### config.mk
export PLATFORM = sky130hd
export DESIGN_NAME = rgbhsv_div
export DESIGN_NICKNAME = d
export VERILOG_FILES = /design/src/sv/rgbhsv_pkg.sv /design/src/sv/rgbhsv_div.sv
export SDC_FILE = /design/constraint.sdc
export NUM_CORES = 1
export LEC_CHECK = 0
export BUFFER_PORTS_ARGS = -buffer_cell sky130_fd_sc_hd__buf_4
export CAP_MARGIN = 20
export CORE_AREA = 2 2 125 90
export CTS_CLUSTER_DIAMETER = 30
export DETAILED_ROUTE_END_ITERATION = 8
export DIE_AREA = 0 0 127 92
export GPL_TIMING_DRIVEN = 0
export PLACE_DENSITY_LB_ADDON = 0.05
export SLEW_MARGIN = 20
export SYNTH_ARGS = -nofsm -noshare
export SYNTH_HDL_FRONTEND = slang
export SYNTH_SLANG_ARGS = --single-unit
### constraint.sdc
create_clock -name clk -period 4.1 [get_ports clk]
set_input_delay 0.205 -clock clk [delete_from_list [all_inputs] [get_ports clk]]
set_output_delay 0.205 -clock clk [all_outputs]
set_load 0.02 [all_outputs]
### src/sv/rgbhsv_pkg.sv
`timescale 1ns / 1ps

package rgbhsv_pkg;

	localparam int CH_W      = 8;
	localparam int DIV_STEP  = 2;

	localparam logic [7:0] HUE_SCALE  = 8'd43;
	localparam logic [7:0] HUE_BASE_R = 8'd0;
	localparam logic [7:0] HUE_BASE_G = 8'd85;
	localparam logic [7:0] HUE_BASE_B = 8'd171;

	typedef enum logic [1:0] {
		CH_RED   = 2'd0,
		CH_GREEN = 2'd1,
		CH_BLUE  = 2'd2
	} chan_t;

	typedef struct packed {
		logic [CH_W-1:0] red;
		logic [CH_W-1:0] green;
		logic [CH_W-1:0] blue;
	} rgb_t;

	typedef struct packed {
		logic [CH_W-1:0] hue;
		logic [CH_W-1:0] saturation;
		logic [CH_W-1:0] brightness;
	} hsv_t;

	// values that ride alongside the divider stages
	typedef struct packed {
		logic [CH_W-1:0] mx;
		logic            rng_zero;
		logic            neg;
		chan_t           sel;
	} side_t;

	function automatic logic [CH_W-1:0] hue_base(input chan_t sel);
		logic [CH_W-1:0] b;
		case (sel)
			CH_RED:   b = HUE_BASE_R;
			CH_GREEN: b = HUE_BASE_G;
			CH_BLUE:  b = HUE_BASE_B;
			default:  b = HUE_BASE_R;
		endcase
		return b;
	endfunction

endpackage

### src/sv/rgbhsv_div.sv
`timescale 1ns / 1ps

module rgbhsv_div #(
	parameter int DEN_W = rgbhsv_pkg::CH_W,
	parameter int Q_W   = rgbhsv_pkg::CH_W,
	parameter int STEP  = rgbhsv_pkg::DIV_STEP
) (
	input  logic                   clk,
	input  logic [Q_W/STEP-1:0]    adv,
	input  logic [DEN_W+Q_W-1:0]   num,
	input  logic [DEN_W-1:0]       den,
	output logic [Q_W-1:0]         quo
);

	localparam int NST = Q_W / STEP;

	logic [DEN_W-1:0] rem_s [NST];
	logic [Q_W-1:0]   low_s [NST];
	logic [DEN_W-1:0] den_s [NST];
	logic [Q_W-1:0]   quo_s [NST];

	// restoring division, STEP quotient bits per stage; the upper numerator
	// half is known to be below the divisor, so the quotient fits in Q_W bits
	genvar k;
	generate
		for (k = 0; k < NST; k++) begin : g_stage
			logic [DEN_W-1:0] rem_i, rem_o;
			logic [Q_W-1:0]   low_i, low_o;
			logic [DEN_W-1:0] den_i;
			logic [Q_W-1:0]   quo_i, quo_o;

			if (k == 0) begin : g_first
				assign rem_i = num[DEN_W+Q_W-1:Q_W];
				assign low_i = num[Q_W-1:0];
				assign den_i = den;
				assign quo_i = '0;
			end else begin : g_next
				assign rem_i = rem_s[k-1];
				assign low_i = low_s[k-1];
				assign den_i = den_s[k-1];
				assign quo_i = quo_s[k-1];
			end

			always_comb begin
				logic [DEN_W:0] trial;
				rem_o = rem_i;
				low_o = low_i;
				quo_o = quo_i;
				trial = '0;
				for (int i = 0; i < STEP; i++) begin
					trial = {rem_o, low_o[Q_W-1]};
					low_o = {low_o[Q_W-2:0], 1'b0};
					if (trial >= {1'b0, den_i}) begin
						trial = trial - {1'b0, den_i};
						quo_o = {quo_o[Q_W-2:0], 1'b1};
					end else begin
						quo_o = {quo_o[Q_W-2:0], 1'b0};
					end
					rem_o = trial[DEN_W-1:0];
				end
			end

			always_ff @(posedge clk) begin
				if (adv[k]) begin
					rem_s[k] <= rem_o;
					low_s[k] <= low_o;
					den_s[k] <= den_i;
					quo_s[k] <= quo_o;
				end
			end
		end
	endgenerate

	assign quo = quo_s[NST-1];

endmodule
; Word level (Yosys, flattened, before mapping)
; Memory sizes are Yosys's and may differ from the RTL's.
; Index checks and enable logic that the tools add are counted.
[classes]
reduce_logical = 0
eq_ne = 0
shift = 0
muxes = 24
div_mod_pow = 0
mul = 0
bitwise = 0
n_lt_le_gt_ge = 8
n_addsub = 8
[ops]
columns = operator, count
row1 = greater-or-equal comparator 9 x 8 -> 1 bit, 8
row2 = 2-to-1 mux 8 bit, 8
row3 = subtractor 8 bit, 8
row4 = 2-to-1 mux 1 bit, 16
[totals]
n_memories = 4
rom_bits = 0
elab_cells = 44
ram_bits = 120
latch_bits = 0
input_bits = 29
regBits = 0
[mem_list]
columns = name, words, width, rd, rd_clocked_by_memory_dff, write_ports, line_no
row1 = den_s, 4, 8, 3, 0, 4, rgbhsv_div.sv:19  ; logic [DEN_W-1:0] den_s [NST];
row2 = quo_s, 4, 8, 4, 0, 4, rgbhsv_div.sv:20  ; logic [Q_W-1:0] quo_s [NST];
row3 = rem_s, 4, 8, 3, 0, 4, rgbhsv_div.sv:17  ; logic [DEN_W-1:0] rem_s [NST];
row4 = low_s, 4, 6, 3, 0, 4, rgbhsv_div.sv:18  ; logic [Q_W-1:0] low_s [NST];

; Depth between registers and ports, before layout
; An unclocked memory read counts as a cell.
[logic_depth]
depth_word = 5
mapped_depth = 17
ltp_nobuf = 16

; Least setup slack after synthesis
; No wires, ideal clock.
[synth_path]
path_kind = register -> register
start = memory rem_s[0][5] (netlist bit)
end = memory rem_s[1][1] (netlist bit) (data pin)
path_slack_ps = 160
arrival_time_ps = 3680
synth_period_minus_slack_ps = 3940
setup_time_ps = 260
path_stages_with_launch = 15
t_required_ps = 3840
cell_sequence = edfxtp_1 > ha_1 > a21o_1 > a211o_1 > a21oi_1 > buf_2 > nand2_1 > o21ai_0 > ha_1 > nor2b_1 > o31a_1 > o31a_1 > o31a_1 > nand3b_2 > mux2_2
[synth_rtl]
columns = element, line_no
row1 = "start, declared", rgbhsv_div.sv:17

==> reports/qor.yml <==
ys.flop_type: "edfxtp_1"
max_freq_ghz: 0.250
core-area_um2: 10700
p_sw_w: 0.00210
min_path_type: "input pin to register"
die_area_um2: 11700
cts_tree: "built"
hold_viol: 0
fin_cells: 714
fin_crit_sh_pct: 97.6
min_path_cells: 1
port_buffers: 36
yosysWarningCount: 0
r2r-end: "rem_s[2][7]$_DFFE_PP_"
r2r-start: "rem_s[1][4]$_DFFE_PP_"
grt_pass1_wl_um: 20200
path_class: "register to register"
numCtsBuffers: 9
p_total_w: 0.00557
drive_gt1_share_pct: 25.3
synth.top_cell.area_share_pct: 41.8
holdWs_ns: 0.0383
first_global_vias: 4062
slew_violations: 0
synth_cell_type_count: 54
h-tree-depth: 3
cpPeakStageDelay_ns: 0.47
drt_iter0_drc: 242
num_rows: 32
cts.sinks: 80
wl_um: 12300
synth_edf_count: 80
endpoint_kind: "register"
dp.cells: 686
clkTransAtPathRegs_ns: 0.06
min-delay-start: "num[3]"
intPower_w: 0.00347
yosys_register_bits: 80
worstPathArrival_ns: 4.09
finalClockSkew_ns: 0.00789
crit_path_top_delay_cell: "edfxtp_1"
post-route-cell-area_um2: 6860
dpl.hpwl_um: 9370
syn_area_um2: 5750
pwr-share-clk_pct: 15.4
crit_chain: "ha_4 > nand4_1 > o211a_4 > a21oi_4 > buf_6 > mux2_2 > ha_4 > nand4_1 > o21bai_2 > a2111oi_2 > a211oi_2 > or3b_4 > o211a_1"
cp_max_fo: 5
synth.avg_cell_area_um2: 11.2
slew-limit-headroom_pct: 64.7
antenna_left: 0
antenna_found_initial: 0
drtPass1Iterations: 5
clockBufferDepth: 2
seq_area_frac_synth_pct: 41.8
synthCells: 514
fillers: 827
n_antenna_cell: 0
power_density_nw_per_um2: 812
cp-start-kind: "register"
area_growth_pct: 19.4
start_util_pct: 54.0
reg2regPathDepth: 13
clock_latency_ns: 0.34
drt-wirelength-per-cell_um: 17.3
synth.net_count: 614
power_frac_comb_pct: 60.6
min_to: "low_s[0][3]$_DFFE_PP_"
grt_max_degree: 25
ir_worst_vdd_mv: 0.376
synthTopCellsByArea: "edfxtp_1 42%, ha_1 14%, mux2_2 5.7%, inv_1 3.9%, xnor2_1 2.9%"
dpl-instance-area_um2: 6190
power.leakage_nw: 2.78
drc: 0
synthArstFlopShare_pct: 0
grt_usage_pct: 22.0
status: "finished clean"
drv_cap: 0
cts-hold-fix-buffers: 0
place_congestion: 0.880
num_vias: 4177
via_per_inst: 5.85
die_y_um: 92
worstPathRequired_ns: 4.19
dieWidth_um: 127
overflow: 0
top_level_ports: 37
sw_frac_of_total_pct: 37.6
reg2reg_slack_ns: 0.1
clockRootBuffer: "clkbuf_16"
nets: 673
layout_min_cycle_time_ns: 4.00
synth_top_cell_by_area: "edfxtp_1"
tightest_slew_ns: 0.529
setup_violations: 0
pwr-share-seq_pct: 24.0
layout by cell type, fill, tap and decap left out, drive strengths merged, types with 8 or more instances in the layout:
cell    netlist  final
o21ai        26     26
mux2         35     35
o21bai        8      8
buf           2     50
a211oi        9      9
edfxtp       80     80
inv          59     60
o21a         12     12
nor2b        12     12
nor2         26     26
clkbuf        1     11
nand4         9      9
a21oi        36     36
a21o         14     14
xnor2        19     19
nand2        14     14
mux2i         8      8
ha           64     64
per-stage QoR:
| step | setup TNS (ns) | util, % | setup WS, ns |
|---|---|---|---|
| 3_3_place_gp | -6.56 | 58.1 | -0.418 |
| 2_1_floorplan | 0 | - | 0.160 |
| 3_5_place_dp | -8.45 | 58.1 | -0.492 |
| 4_1_cts | 0 | 61.9 | 0.000408 |
| 5_1_grt | -0.178 | 64.4 | -0.0234 |
| 6_report | 0 | 64.4 | 0.0999 |
registers in the layout, indices dropped and copies added (netlist names):
register  flops
den_s        24
low_s        12
quo_s        20
rem_s        24
worst max path at each step:
stage                               start  slack (ns)  cells after the start                     to
detailed placement  den_s[0][6]$_DFFE_PP_       -0.49                     15  rem_s[1][2]$_DFFE_PP_
finish              rem_s[1][4]$_DFFE_PP_         0.1                     13  rem_s[2][7]$_DFFE_PP_
floorplan           rem_s[0][5]$_DFFE_PP_        0.16                     14  rem_s[1][1]$_DFFE_PP_
global placement    den_s[0][6]$_DFFE_PP_       -0.42                     15  rem_s[1][1]$_DFFE_PP_
CTS                 low_s[1][5]$_DFFE_PP_      0.0004                     16  rem_s[2][3]$_DFFE_PP_
global route        den_s[0][6]$_DFFE_PP_       -0.02                     15  rem_s[1][1]$_DFFE_PP_
worst max-delay path: cells and delay by family (launching register included):
family / cells / cell delay [ns]
buffers and inverters: 1 / 0.15
AND/OR/NAND/NOR: 3 / 0.79
adder cells (fa/ha/maj): 2 / 0.63
flip-flops: 1 / 0.47
multiplexers: 1 / 0.37
AO/OA/AOI/OAI: 6 / 1.33
logic make-up (layout without fill, tap and decap cells):
kind of cell               Yosys count  after routing  share of synthesized area [%]
AOI/OAI and AO/OA                  137            137                           16.1
DFF                                 80             80                           41.8
xor gates and xnor gates            26             26                           3.96
buffers and inverters               62            126                           4.22
adders and majority gates           71             71                           16.4
muxes                               43             43                           8.64
and+or+nand+nor                     95             95                           8.88
cell usage after synthesis (2+ instances only):
cell and n:
and3b_1 2, a211o_1 3, ha_1 64, nor2_1 26, nand4_1 9, nand2b_1 3
nand2_1 14, edfxtp_1 80, fa_1 7, o21bai_1 8, inv_1 59, nor3b_1 3
nor2b_1 12, o211a_1 2, mux2_2 29, o211ai_1 4, a21oi_2 3, a21o_1 14
mux2_4 6, a221o_1 2, a2111oi_0 4, o2111ai_1 3, o21a_1 12, a21oi_1 33
nor3_1 6, o21ai_0 25, and2_1 4, nand3_1 3, a211oi_1 9, or2_2 3
xor2_1 7, mux2i_1 8, o31a_1 7, xnor2_1 19, a311oi_1 2
layer usage:
layer	up-vias	GRT usage (%)	share of wire, %
li1	2058	-	-
met1	2015	33.5	52
met2	96	32.2	43
met3	8	5.08	4.8
met4	0	4.58	0.62
met5	-	0	0
power groups by stage:
stage / Combinational [W] / Sequential (W) / Clock, W
floorplan: 0.00228 / 0.00132 / 0
global placement: 0.00277 / 0.00133 / 0
detailed placement: 0.00286 / 0.00134 / 0
CTS: 0.00303 / 0.00132 / 0.000872
global route: 0.00371 / 0.00135 / 0.000905
finish: 0.00338 / 0.00134 / 0.000860
final cells by class:
cell class,count,area (um^2),area share [%]
inverter,59,224,3.26
tap,136,170,2.48
clock inverter,6,92.6,1.35
buffer,3,27.5,0.401
timing repair buffer,48,364,5.31
multi-input combinational,372,3350,48.9
sequential,80,2400,35.0
clock buffer,10,229,3.34
what timing repair did:
item                                    CTS  global route
pin swaps                                 2             7
hold endpoints to repair                  0             0
setup buffers                             4             8
endpoints found under the setup margin   18            24
resized for setup                        12            41
Note: power is estimated with default switching activity, not from simulation.
